[src/hw/rtl/hqr_pkg.sv]
// Shared types, codes and constants of the Householder QR factor block.
package hqr_pkg;

	localparam int WORD_W   = 32;
	localparam int FRAC     = 16;
	localparam int ROW_W    = 4;
	localparam int COL_W    = 4;
	localparam int DIM_W    = 5;
	localparam int ADDR_W   = ROW_W + COL_W;
	localparam int MAX_ROWS = 1 << ROW_W;
	localparam int MAX_COLS = 1 << COL_W;
	localparam int MAG_W    = WORD_W + FRAC;

	localparam logic [WORD_W-1:0] WMAX = {1'b0, {(WORD_W-1){1'b1}}};
	localparam logic [WORD_W-1:0] WMIN = {1'b1, {(WORD_W-1){1'b0}}};

	typedef enum logic [1:0] {
		KIND_WRITE  = 2'd0,
		KIND_FACTOR = 2'd1,
		KIND_READ   = 2'd2,
		KIND_TAU    = 2'd3
	} kind_t;

	typedef enum logic [1:0] {WD_VALUE, WD_PROD, WD_BETA, WD_SUB} wd_sel_t;
	typedef enum logic [2:0] {MA_RD, MA_ALPHA, MA_X, MA_SUM, MA_W} mul_a_t;
	typedef enum logic [2:0] {MB_RD, MB_ALPHA, MB_INV, MB_TAU, MB_X} mul_b_t;
	typedef enum logic [1:0] {ACC_HOLD, ACC_CLR, ACC_ADD} acc_op_t;
	typedef enum logic {DIV_TAU, DIV_INV} div_sel_t;
	typedef enum logic [1:0] {SRC_ZERO, SRC_MEM, SRC_TAU} res_src_t;

	typedef struct packed {
		logic             mem_rd;
		logic             mem_wr;
		logic [ADDR_W-1:0] mem_addr;
		wd_sel_t          wd_sel;
		mul_a_t           mul_a;
		mul_b_t           mul_b;
		acc_op_t          acc_op;
		logic             ld_x;
		logic             ld_alpha;
		logic             ld_sum;
		logic             ld_w;
		logic             ld_beta;
		logic             ld_tau;
		logic             ld_inv;
		logic             sqrt_go;
		logic             div_go;
		div_sel_t         div_sel;
		logic             tau_wr;
		logic             tau_zero;
		logic [COL_W-1:0] tau_idx;
		logic             tau_rd;
		res_src_t         res_src;
	} cmd_t;

	typedef struct packed {
		logic norm_zero;
		logic unit_busy;
	} sts_t;

	typedef struct packed {
		logic valid;
		logic status;
	} res_t;

	// Signs a magnitude and clamps it to the word range.
	function automatic logic [WORD_W-1:0] from_mag(input logic [MAG_W-1:0] m, input logic neg);
		logic [WORD_W-1:0] r;
		if (m > MAG_W'(WMAX)) begin
			r = neg ? WMIN : WMAX;
		end else begin
			r = neg ? (~m[WORD_W-1:0] + WORD_W'(1)) : m[WORD_W-1:0];
		end
		return r;
	endfunction

endpackage

[src/hw/rtl/hqr_ctrl.sv]
// Controller: host command decode, result stage and the factorization sequencer.
module hqr_ctrl (
	input  logic                     clk,
	input  logic                     arst_n,
	input  logic                     in_valid,
	output logic                     in_ready,
	input  logic [1:0]               kind,
	input  logic [hqr_pkg::ROW_W-1:0] row,
	input  logic [hqr_pkg::COL_W-1:0] col,
	input  logic [hqr_pkg::DIM_W-1:0] row_count,
	input  logic [hqr_pkg::DIM_W-1:0] col_count,
	input  logic                     advance,
	input  hqr_pkg::sts_t            sts,
	output hqr_pkg::cmd_t            cmd,
	output hqr_pkg::res_t            res
);
	import hqr_pkg::*;

	localparam int NS = 43;

	typedef enum logic [NS-1:0] {
		S_IDLE  = NS'(1) << 0,  S_COL   = NS'(1) << 1,  S_N_RD  = NS'(1) << 2,
		S_N_MUL = NS'(1) << 3,  S_N_P   = NS'(1) << 4,  S_N_ACC = NS'(1) << 5,
		S_A_RD  = NS'(1) << 6,  S_TAU0  = NS'(1) << 7,  S_A_LD  = NS'(1) << 8,
		S_A_MUL = NS'(1) << 9,  S_A_P   = NS'(1) << 10, S_A_ACC = NS'(1) << 11,
		S_SQ_GO = NS'(1) << 12, S_SQ_W  = NS'(1) << 13, S_TD_GO = NS'(1) << 14,
		S_TD_W  = NS'(1) << 15, S_ID_GO = NS'(1) << 16, S_ID_W  = NS'(1) << 17,
		S_S_RD  = NS'(1) << 18, S_S_MUL = NS'(1) << 19, S_S_P   = NS'(1) << 20,
		S_S_WR  = NS'(1) << 21, S_B_WR  = NS'(1) << 22, S_D_CLR = NS'(1) << 23,
		S_D_RV  = NS'(1) << 24, S_D_LV  = NS'(1) << 25, S_D_RY  = NS'(1) << 26,
		S_D_MUL = NS'(1) << 27, S_D_P   = NS'(1) << 28, S_D_ACC = NS'(1) << 29,
		S_C_RD  = NS'(1) << 30, S_C_SUM = NS'(1) << 31, S_C_MUL = NS'(1) << 32,
		S_C_P   = NS'(1) << 33, S_C_WR  = NS'(1) << 34, S_U_RV  = NS'(1) << 35,
		S_U_LV  = NS'(1) << 36, S_U_RY  = NS'(1) << 37, S_U_MUL = NS'(1) << 38,
		S_U_P   = NS'(1) << 39, S_U_WR  = NS'(1) << 40, S_K_NX  = NS'(1) << 41,
		S_NXCOL = NS'(1) << 42
	} state_t;

	state_t             state_q, state_d;
	logic [ROW_W-1:0]   r_q, r_d;
	logic [COL_W-1:0]   j_q, j_d, k_q, k_d;
	logic [DIM_W-1:0]   m_q, m_d, n_q, n_d;
	logic               s1_valid_q, s1_status_q, s1_status_d;
	res_src_t           s1_src_q, s1_src_d;
	logic               accept, elem_ok, shape_ok, last_r;
	logic [DIM_W-1:0]   j1;

	assign in_ready = (state_q == S_IDLE) && (!s1_valid_q || advance);
	assign accept   = in_valid && in_ready;
	assign elem_ok  = (DIM_W'(row) < row_count) && (DIM_W'(col) < col_count);
	assign shape_ok = (row_count != '0) && (col_count != '0)
		&& (row_count <= DIM_W'(MAX_ROWS)) && (col_count <= DIM_W'(MAX_COLS))
		&& (col_count <= row_count);
	assign j1       = DIM_W'(j_q) + DIM_W'(1);
	assign last_r   = DIM_W'(r_q) == (m_q - DIM_W'(1));
	assign res.valid  = s1_valid_q;
	assign res.status = s1_status_q;

	always_comb begin
		cmd         = '0;
		cmd.res_src = s1_src_q;
		cmd.tau_idx = j_q;
		cmd.mem_addr = {r_q, j_q};
		state_d     = state_q;
		r_d = r_q; j_d = j_q; k_d = k_q; m_d = m_q; n_d = n_q;
		s1_status_d = 1'b0;
		s1_src_d    = SRC_ZERO;

		case (kind_t'(kind))
			KIND_WRITE, KIND_READ: begin
				s1_status_d = !elem_ok;
				s1_src_d    = (elem_ok && kind_t'(kind) == KIND_READ) ? SRC_MEM : SRC_ZERO;
			end
			KIND_TAU: begin
				s1_status_d = !(DIM_W'(col) < col_count);
				s1_src_d    = s1_status_d ? SRC_ZERO : SRC_TAU;
			end
			default: s1_status_d = !shape_ok;
		endcase

		case (state_q)
			S_IDLE: begin
				cmd.mem_addr = {row, col};
				cmd.tau_idx  = col;
				cmd.wd_sel   = WD_VALUE;
				if (accept) begin
					case (kind_t'(kind))
						KIND_WRITE: cmd.mem_wr = elem_ok;
						KIND_READ:  cmd.mem_rd = elem_ok;
						KIND_TAU:   cmd.tau_rd = 1'b1;
						default: begin
							if (shape_ok) begin
								j_d = '0; m_d = row_count; n_d = col_count;
								state_d = S_COL;
							end
						end
					endcase
				end
			end
			S_COL: begin
				cmd.acc_op = ACC_CLR;
				r_d = j1[ROW_W-1:0];
				state_d = (j1 < m_q) ? S_N_RD : S_TAU0;
			end
			S_N_RD: begin cmd.mem_rd = 1'b1; state_d = S_N_MUL; end
			S_N_MUL: begin cmd.mul_a = MA_RD; cmd.mul_b = MB_RD; state_d = S_N_P; end
			S_N_P: state_d = S_N_ACC;
			S_N_ACC: begin
				cmd.acc_op = ACC_ADD;
				if (last_r) state_d = S_A_RD;
				else begin r_d = r_q + ROW_W'(1); state_d = S_N_RD; end
			end
			S_A_RD: begin
				cmd.mem_addr = {j_q, j_q};
				if (sts.norm_zero) state_d = S_TAU0;
				else begin cmd.mem_rd = 1'b1; state_d = S_A_LD; end
			end
			S_TAU0: begin cmd.tau_wr = 1'b1; cmd.tau_zero = 1'b1; state_d = S_NXCOL; end
			S_A_LD: begin cmd.ld_alpha = 1'b1; state_d = S_A_MUL; end
			S_A_MUL: begin cmd.mul_a = MA_ALPHA; cmd.mul_b = MB_ALPHA; state_d = S_A_P; end
			S_A_P: state_d = S_A_ACC;
			S_A_ACC: begin cmd.acc_op = ACC_ADD; state_d = S_SQ_GO; end
			S_SQ_GO: begin cmd.sqrt_go = 1'b1; state_d = S_SQ_W; end
			S_SQ_W: if (!sts.unit_busy) begin cmd.ld_beta = 1'b1; state_d = S_TD_GO; end
			S_TD_GO: begin cmd.div_go = 1'b1; cmd.div_sel = DIV_TAU; state_d = S_TD_W; end
			S_TD_W: if (!sts.unit_busy) begin cmd.ld_tau = 1'b1; state_d = S_ID_GO; end
			S_ID_GO: begin cmd.div_go = 1'b1; cmd.div_sel = DIV_INV; state_d = S_ID_W; end
			S_ID_W: begin
				if (!sts.unit_busy) begin
					cmd.ld_inv = 1'b1; r_d = j1[ROW_W-1:0]; state_d = S_S_RD;
				end
			end
			S_S_RD: begin cmd.mem_rd = 1'b1; state_d = S_S_MUL; end
			S_S_MUL: begin cmd.mul_a = MA_RD; cmd.mul_b = MB_INV; state_d = S_S_P; end
			S_S_P: state_d = S_S_WR;
			S_S_WR: begin
				cmd.mem_wr = 1'b1; cmd.wd_sel = WD_PROD;
				if (last_r) state_d = S_B_WR;
				else begin r_d = r_q + ROW_W'(1); state_d = S_S_RD; end
			end
			S_B_WR: begin
				cmd.mem_addr = {j_q, j_q}; cmd.mem_wr = 1'b1; cmd.wd_sel = WD_BETA;
				cmd.tau_wr = 1'b1;
				k_d = j1[COL_W-1:0];
				state_d = (j1 < n_q) ? S_D_CLR : S_NXCOL;
			end
			S_D_CLR: begin cmd.acc_op = ACC_CLR; r_d = j1[ROW_W-1:0]; state_d = S_D_RV; end
			S_D_RV: begin cmd.mem_rd = 1'b1; state_d = S_D_LV; end
			S_D_LV: begin cmd.ld_x = 1'b1; state_d = S_D_RY; end
			S_D_RY: begin cmd.mem_addr = {r_q, k_q}; cmd.mem_rd = 1'b1; state_d = S_D_MUL; end
			S_D_MUL: begin cmd.mul_a = MA_X; cmd.mul_b = MB_RD; state_d = S_D_P; end
			S_D_P: state_d = S_D_ACC;
			S_D_ACC: begin
				cmd.acc_op = ACC_ADD;
				if (last_r) state_d = S_C_RD;
				else begin r_d = r_q + ROW_W'(1); state_d = S_D_RV; end
			end
			S_C_RD: begin cmd.mem_addr = {j_q, k_q}; cmd.mem_rd = 1'b1; state_d = S_C_SUM; end
			S_C_SUM: begin cmd.ld_sum = 1'b1; state_d = S_C_MUL; end
			S_C_MUL: begin cmd.mul_a = MA_SUM; cmd.mul_b = MB_TAU; state_d = S_C_P; end
			S_C_P: state_d = S_C_WR;
			S_C_WR: begin
				cmd.mem_addr = {j_q, k_q}; cmd.mem_wr = 1'b1; cmd.wd_sel = WD_SUB;
				cmd.ld_w = 1'b1; r_d = j1[ROW_W-1:0]; state_d = S_U_RV;
			end
			S_U_RV: begin cmd.mem_rd = 1'b1; state_d = S_U_LV; end
			S_U_LV: begin cmd.ld_x = 1'b1; state_d = S_U_RY; end
			S_U_RY: begin cmd.mem_addr = {r_q, k_q}; cmd.mem_rd = 1'b1; state_d = S_U_MUL; end
			S_U_MUL: begin cmd.mul_a = MA_W; cmd.mul_b = MB_X; state_d = S_U_P; end
			S_U_P: state_d = S_U_WR;
			S_U_WR: begin
				cmd.mem_addr = {r_q, k_q}; cmd.mem_wr = 1'b1; cmd.wd_sel = WD_SUB;
				if (last_r) state_d = S_K_NX;
				else begin r_d = r_q + ROW_W'(1); state_d = S_U_RV; end
			end
			S_K_NX: begin
				if (DIM_W'(k_q) == n_q - DIM_W'(1)) state_d = S_NXCOL;
				else begin k_d = k_q + COL_W'(1); state_d = S_D_CLR; end
			end
			S_NXCOL: begin
				if (DIM_W'(j_q) == n_q - DIM_W'(1)) state_d = S_IDLE;
				else begin j_d = j_q + COL_W'(1); state_d = S_COL; end
			end
			default: state_d = S_IDLE;
		endcase
	end

	always_ff @(posedge clk or negedge arst_n) begin
		if (!arst_n) begin
			state_q     <= S_IDLE;
			s1_valid_q  <= 1'b0;
			s1_status_q <= 1'b0;
			s1_src_q    <= SRC_ZERO;
			r_q <= '0; j_q <= '0; k_q <= '0; m_q <= '0; n_q <= '0;
		end else begin
			state_q <= state_d;
			r_q <= r_d; j_q <= j_d; k_q <= k_d; m_q <= m_d; n_q <= n_d;
			if (accept) begin
				s1_valid_q  <= 1'b1;
				s1_status_q <= s1_status_d;
				s1_src_q    <= s1_src_d;
			end else if (advance) begin
				s1_valid_q <= 1'b0;
			end
		end
	end

endmodule

[config.mk]
export PLATFORM = sky130hd
export DESIGN_NAME = hqr_ctrl
export DESIGN_NICKNAME = d
export VERILOG_FILES = /design/src/hw/rtl/hqr_pkg.sv /design/src/hw/rtl/hqr_ctrl.sv
export SDC_FILE = /design/constraint.sdc
export NUM_CORES = 1
export LEC_CHECK = 0
export BUFFER_PORTS_ARGS = -buffer_cell sky130_fd_sc_hd__clkbuf_2
export CORE_MARGIN = 3
export CORE_UTILIZATION = 55
export CTS_BUF_LIST = sky130_fd_sc_hd__clkbuf_4 sky130_fd_sc_hd__clkbuf_8 sky130_fd_sc_hd__clkbuf_16
export DETAILED_ROUTE_END_ITERATION = 16
export PLACE_DENSITY = 0.77
export SYNTH_ARGS = -nofsm -noshare
export SYNTH_HDL_FRONTEND = slang
export SYNTH_SLANG_ARGS = --single-unit
[constraint.sdc]
create_clock -name clk -period 3.5 [get_ports clk]
set_input_delay 0.7 -clock clk [delete_from_list [all_inputs] [get_ports clk]]
set_output_delay 0.7 -clock clk [all_outputs]
set_load 0.02 [all_outputs]
==> impl_metrics.toml, run 1 <==
[global_route]
grt_pass1_vias = 4782
antenna_found_initial = 0
grt_pass1_wl_um = 24100
grt.total_usage_pct = 30.0
grt_max_degree = 32
grt_remaining_overflow = 0

[synth]
synth_edf_count = 0
ys_ff_latch = 69
synth_area_leaders = "dfrtp_1 (34%), ha_1 (6.3%), nand2_1 (3.7%)"
yosys.area.top_type_share_pct = 34.0
async_reset_ff_share_pct = 100
yosys_warnings = 0
synth_seq_area_share_pct = 34.5
avgSynthCellArea_um2 = 9.06
synth_cell_types = 69
synth_cells = 552
syn_nets = 603
syn-cell-area_mm2 = 0.00500
synthFlopType = "dfrtp_1"
yosysTopAreaCell = "dfrtp_1"

[setup_path]
arrival_ns = 2.78
reg2reg_slack_ns = 0.55
crit_buf_inv = 3
cp_top_family = "simple AND/OR/NAND/NOR gates"
critPathRequiredTime_ns = 2.80
worstSetupEndpointType = "output port"
crit_path_top_delay_cell = "or4b_4"
critPathKind = "reg2out"
slowest_delay_ns = 0.60
worstPathCellList = "nor4_4, buf_4, nand4_1, or4b_4, inv_4, nand3_4, nor4b_4, or3_4, buf_6"
start_kind = "register"
worstPathMaxFanout = 6

[clock_network]
cts.clk_slew.worst_paths_ns = 0.07
clockBufferDepth = 2
htree_num_levels = 3
clk_latency_ns = 0.35
cts_root_buf = "clkbuf_8"
hold_buffers = 0
clkSinkCount = 69
cts_inserted_buffers = 9
cts_tree = "done"

[pwr]
leakage_nw = 3.22
seqPwrFrac_pct = 31.7
vdd_drop_max_mv = 0.321
pwr-share-comb_pct = 49.5
clock_power_share_pct = 18.7
p_per_area_mw_per_mm2 = 498
p_switching_mw = 1.31
intPower_mw = 1.86
swShare_pct = 41.4

[placed_design]
place_ws_ns = 0.146
hpwl_um = 11500
gp_congestion = 0.952
io_buffers = 67
dpl_cell_area_mm2 = 0.00567
dpl.cell_count = 744

[sta]
fmax_mhz = 287
setup_ws_ns = 0.0178
period_share_pct = 99.5
final_max_slew_viol_count = 0
layout_min_cycle_time_ns = 3.48
worstMarginPinSlew_ns = 1.24
clock_skew_ns = 0.00939
finalHoldViolations = 0
setup_viol = 0
slew-limit-headroom_pct = 14.9
rsz0062_at_grt = "true"

[outcome]
outcome = "finished clean"

[final_layout]
n_fill_cell = 666
final_common_cell = "buf_4"
regArea_mm2 = 0.00174
nNetsFinal = 727
drive_gt1_share_pct = 33.7
multi_input_area_mm2 = 0.00325
stdcell_area_mm2 = 0.00636
diodes = 0
areaGrowthSynthToFinish_pct = 27.0
final_cell_mix = "buf_4 (67), dfrtp_1 (62), clkbuf_2 (61), nand2_1 (45), inv_1 (37)"
fin_cells = 787

[die]
core_mm2 = 0.00876
die_w_um = 101
ios = 68
die_h_um = 101
dieArea_mm2 = 0.0103
rows = 34
start_util_pct = 57.1

[detailed_routing]
avgRoutedWirePerCell_um = 20.5
postRouteWirelength_um = 16100
drc = 0
first_pass_iters = 5
drtIter0Drc = 416
drt.antenna.violating_nets = 0
vias_per_cell = 6.51
vias = 5120

[job]
cap_viol_max_count = 0

[hold_path]
hp-class = "in2async"
## what timing repair did
action | in CTS | in global routing
setup buffers | 11 | 16
resized for setup | 17 | 47
cloned | 0 | 2
setup endpoints to repair | 14 | 24
pin swaps | 6 | 18
## Yosys cell counts (all sizes together), types with 12 or more instances
cell type and number:
a21o 17, a21oi 14, buf 14, dfrtp 68
ha 25, inv 38, nand2 49, nand2b 14
nand3 15, nand4 17, nor2 36, nor3 23
nor4 35, o21ai 22, xnor2 12
## power groups by stage
stage | clock, mW | sequential [mW] | combinational [mW]
2_1_floorplan | 0 | 0.977 | 0.980
3_3_place_gp | 0 | 1.01 | 1.32
3_5_place_dp | 0 | 1.02 | 1.38
4_1_cts | 0.600 | 1.00 | 1.41
5_1_grt | 0.628 | 1.02 | 1.71
6_report | 0.594 | 1.01 | 1.57
## through the flow
stage	total power, mW	utilization, %	TNS (ns)	hold WS [ns]
after floorplan	1.96	-	0	0.404
after global placement	2.33	64.7	0	0.467
after detailed placement	2.39	64.7	0	0.467
after CTS	3.01	68.5	-0.119	0.438
after global routing	3.35	72.5	-0.647	0.471
final	3.17	72.5	0	0.426
## final cells by class
cell class,count,area share (%)
Tap cell,108,2.13
Inverter,38,2.28
Timing Repair Buffer,136,14.5
Clock inverter,2,0.157
Sequential cell,69,27.3
Multi-Input combinational cell,422,51.1
Clock buffer,12,2.50
## worst paths after layout
check,from,to,cells past startpoint
worst min register to register,s1_src_q[0],s1_src_q[0],1
worst min-delay path,arst_n,state_q[9],1
min in group clk,s1_src_q[0],s1_src_q[0],1
worst max register to register,state_q[9],r_q[2],12
max in group asynchronous,arst_n,state_q[0],2
worst max-delay path,state_q[38],cmd[38],9
## routing by layer
| layer | wire length [um] | global-route usage, % | vias to the layer above |
|---|---|---|---|
| met4 | 819 | 15.5 | 0 |
| met1 | 6160 | 37.2 | 2400 |
| met3 | 1350 | 5.37 | 92 |
| met2 | 7810 | 49.8 | 310 |
| met5 | 0 | 0 | - |
| li1 | - | - | 2318 |
## worst reg2reg max path, stage by stage (launching register included)
cell and delay (ns):
dfrtp_1 0.48, nor4_4 0.06, buf_4 0.14, nand4_1 0.09, buf_6 0.13, buf_4 0.12
clkbuf_16 0.15, nor4_4 0.06, buf_4 0.17, a2111oi_0 1.06, nand2b_1 0.13, a21oi_1 0.18
a211oi_1 0.07
## cell families (layout without fill, tap and decap cells)
| group | count (synthesis) | in the layout | synth area share (%) |
|---|---|---|---|
| compound gates | 94 | 94 | 13.1 |
| xor+xnor | 23 | 23 | 4.03 |
| fa+ha+maj | 25 | 25 | 6.25 |
| buf+inv | 61 | 188 | 5.40 |
| flops | 69 | 69 | 34.5 |
| mux | 9 | 9 | 2.28 |
| simple gates | 271 | 271 | 34.4 |
## registers in the layout, indices dropped and copies added, names as in the netlist
register     flops
m_q              5
s1_valid_q       1
r_q              4
n_q              5
j_q              4
s1_status_q      1
s1_src_q         2
k_q              4
state_q         43
(Power assumes the default switching activity.)
==> run 2: changes to the inputs <==
CORE_MARGIN = not set   (was 3)
SETUP_SLACK_MARGIN = 0.3   (was not set)
SKIP_CTS_REPAIR_TIMING = 1   (was not set)
==> run 2 against run 1 <==
The flow now finishes with violations (negative setup slack). Sequential power about the same. Maximum frequency is 4.8% lower. Clock-buffer cell count fell by 2. Cell count grew 1.4%. Final area is 7.2% higher. Largest cell class unchanged. Worst setup slack got worse by 0.17 ns. Register-to-register slack lost 0.09 ns. Core utilization is 5.2 points higher. Critical path depth shrank 1. Global-route usage rose by 2.3 points. Die area down 7.7%.
==> impl_metrics.toml, run 2 (synthesis gave the netlist of run 1 again) <==
[clock_network]
cts_tree = "done"
clk_latency_ns = 0.37
htree_num_levels = 3
cts_root_buf = "clkbuf_8"
clkSinkCount = 69
cts_inserted_buffers = 9
cts.clk_slew.worst_paths_ns = 0.08
clockBufferDepth = 2

[global_route]
grt_remaining_overflow = 0
antenna_found_initial = 1
grt_max_degree = 32
grt_pass1_wl_um = 24200
grt_pass1_vias = 4762
grt.total_usage_pct = 32.3

[detailed_routing]
first_pass_iters = 5
drtIter0Drc = 523
drc = 0
vias_per_cell = 6.57
vias = 5239
drt.antenna.violating_nets = 0
postRouteWirelength_um = 16900
avgRoutedWirePerCell_um = 21.2

[setup_path]
critPathKind = "reg2out"
worstPathCellList = "nor4_4, nand4_1, or4b_4, clkinvlp_4, nand3_4, nor4b_4, or3_4, buf_6"
crit_path_top_delay_cell = "or4b_4"
worstSetupEndpointType = "output port"
worstPathMaxFanout = 5
start_kind = "register"
arrival_ns = 2.96
cp_top_family = "simple AND/OR/NAND/NOR gates"
cp-startpoint = "state_q[10]"
critPathRequiredTime_ns = 2.80
crit_buf_inv = 2
slowest_delay_ns = 0.59
rr_startpoint = "state_q[14]"

[die]
start_util_pct = 57.1
dieArea_mm2 = 0.00948
die_w_um = 97.4
rows = 34
ios = 68
die_h_um = 97.4
core_mm2 = 0.00876

[final_layout]
drive_gt1_share_pct = 37.1
diodes = 0
largest_reg_flops = 43
largestRegisters = "state_q (43), m_q (5), n_q (5)"
final_common_cell = "buf_4"
stdcell_area_mm2 = 0.00681
areaGrowthSynthToFinish_pct = 36.2
final_cell_mix = "buf_4 (67), dfrtp_1 (66), nand2_1 (41), clkbuf_2 (38), buf_6 (35)"
largest_register = "state_q"
nNetsFinal = 737

[placed_design]
dpl_cell_area_mm2 = 0.00575
hpwl_um = 11500
gp_congestion = 0.929
place_ws_ns = 0.175
io_buffers = 67

[sta]
slew-limit-headroom_pct = 33.0
setup_viol = 9
whs_ns = 0.376
clock_skew_ns = 0.0116
setup_ws_ns = -0.156
final_max_slew_viol_count = 0
period_share_pct = 104
rsz0062_at_grt = "true"
finalHoldViolations = 0
setup_tns_ns = -0.532
layout_min_cycle_time_ns = 3.66
worstMarginPinSlew_ns = 0.980
fmax_mhz = 274

[pwr]
p_per_area_mw_per_mm2 = 506
power.total_mw = 3.45
vdd_drop_max_mv = 0.390
leakage_nw = 3.36

[outcome]
violations = "negative setup slack"
outcome = "finished, violations left"

[hold_path]
hp-class = "in2async"

[job]
cap_viol_max_count = 0
run 2: changes by cell type in the layout (fill, tap and decap cells not counted), sizes merged:
cell,before,now
buf,73,105
clkinvlp,0,2
clkbuf,75,51
clkinv,2,3
inv,38,37
bufinv,0,1
run 2: stage by stage:
stage          instances  utilization (%)
4_1_cts              763             67.7
5_1_grt              798             77.8
6_report             798             77.8
2_1_floorplan        552                -
3_3_place_gp         748             65.6
3_5_place_dp         748             65.6
run 2: layer usage:
metal,wire (um),track usage (%)
met1,6580,41.0
met2,8290,54.7
met3,1140,5.25
met4,905,13.0
met5,8,0
run 2: report_power, final:
part           switching, mW  internal (mW)
Sequential             0.145          0.888
Clock                  0.328          0.329
Combinational          0.937          0.821
Total                   1.41           2.04
run 2: layout make-up:
cell class | instances | area, um2
Multi-Input combinational cell | 422 | 3410
Fill cell | 614 | 1950
Sequential cell | 69 | 1730
Timing Repair Buffer | 146 | 1210
Inverter | 38 | 146
Tap cell | 108 | 135
Clock buffer | 10 | 131
Clock inverter | 5 | 52.6
run 2: worst paths after layout:
path                            depth (start not counted)  slack, ns          end
worst min-delay path                                    1       0.38  state_q[21]
min in group clk                                        1       0.50  s1_src_q[1]
worst max register to register                         11       0.46   state_q[0]
max in group asynchronous                               2       2.25   state_q[0]
worst min register to register                          1       0.50  s1_src_q[1]
worst max-delay path                                    8      -0.16      cmd[38]
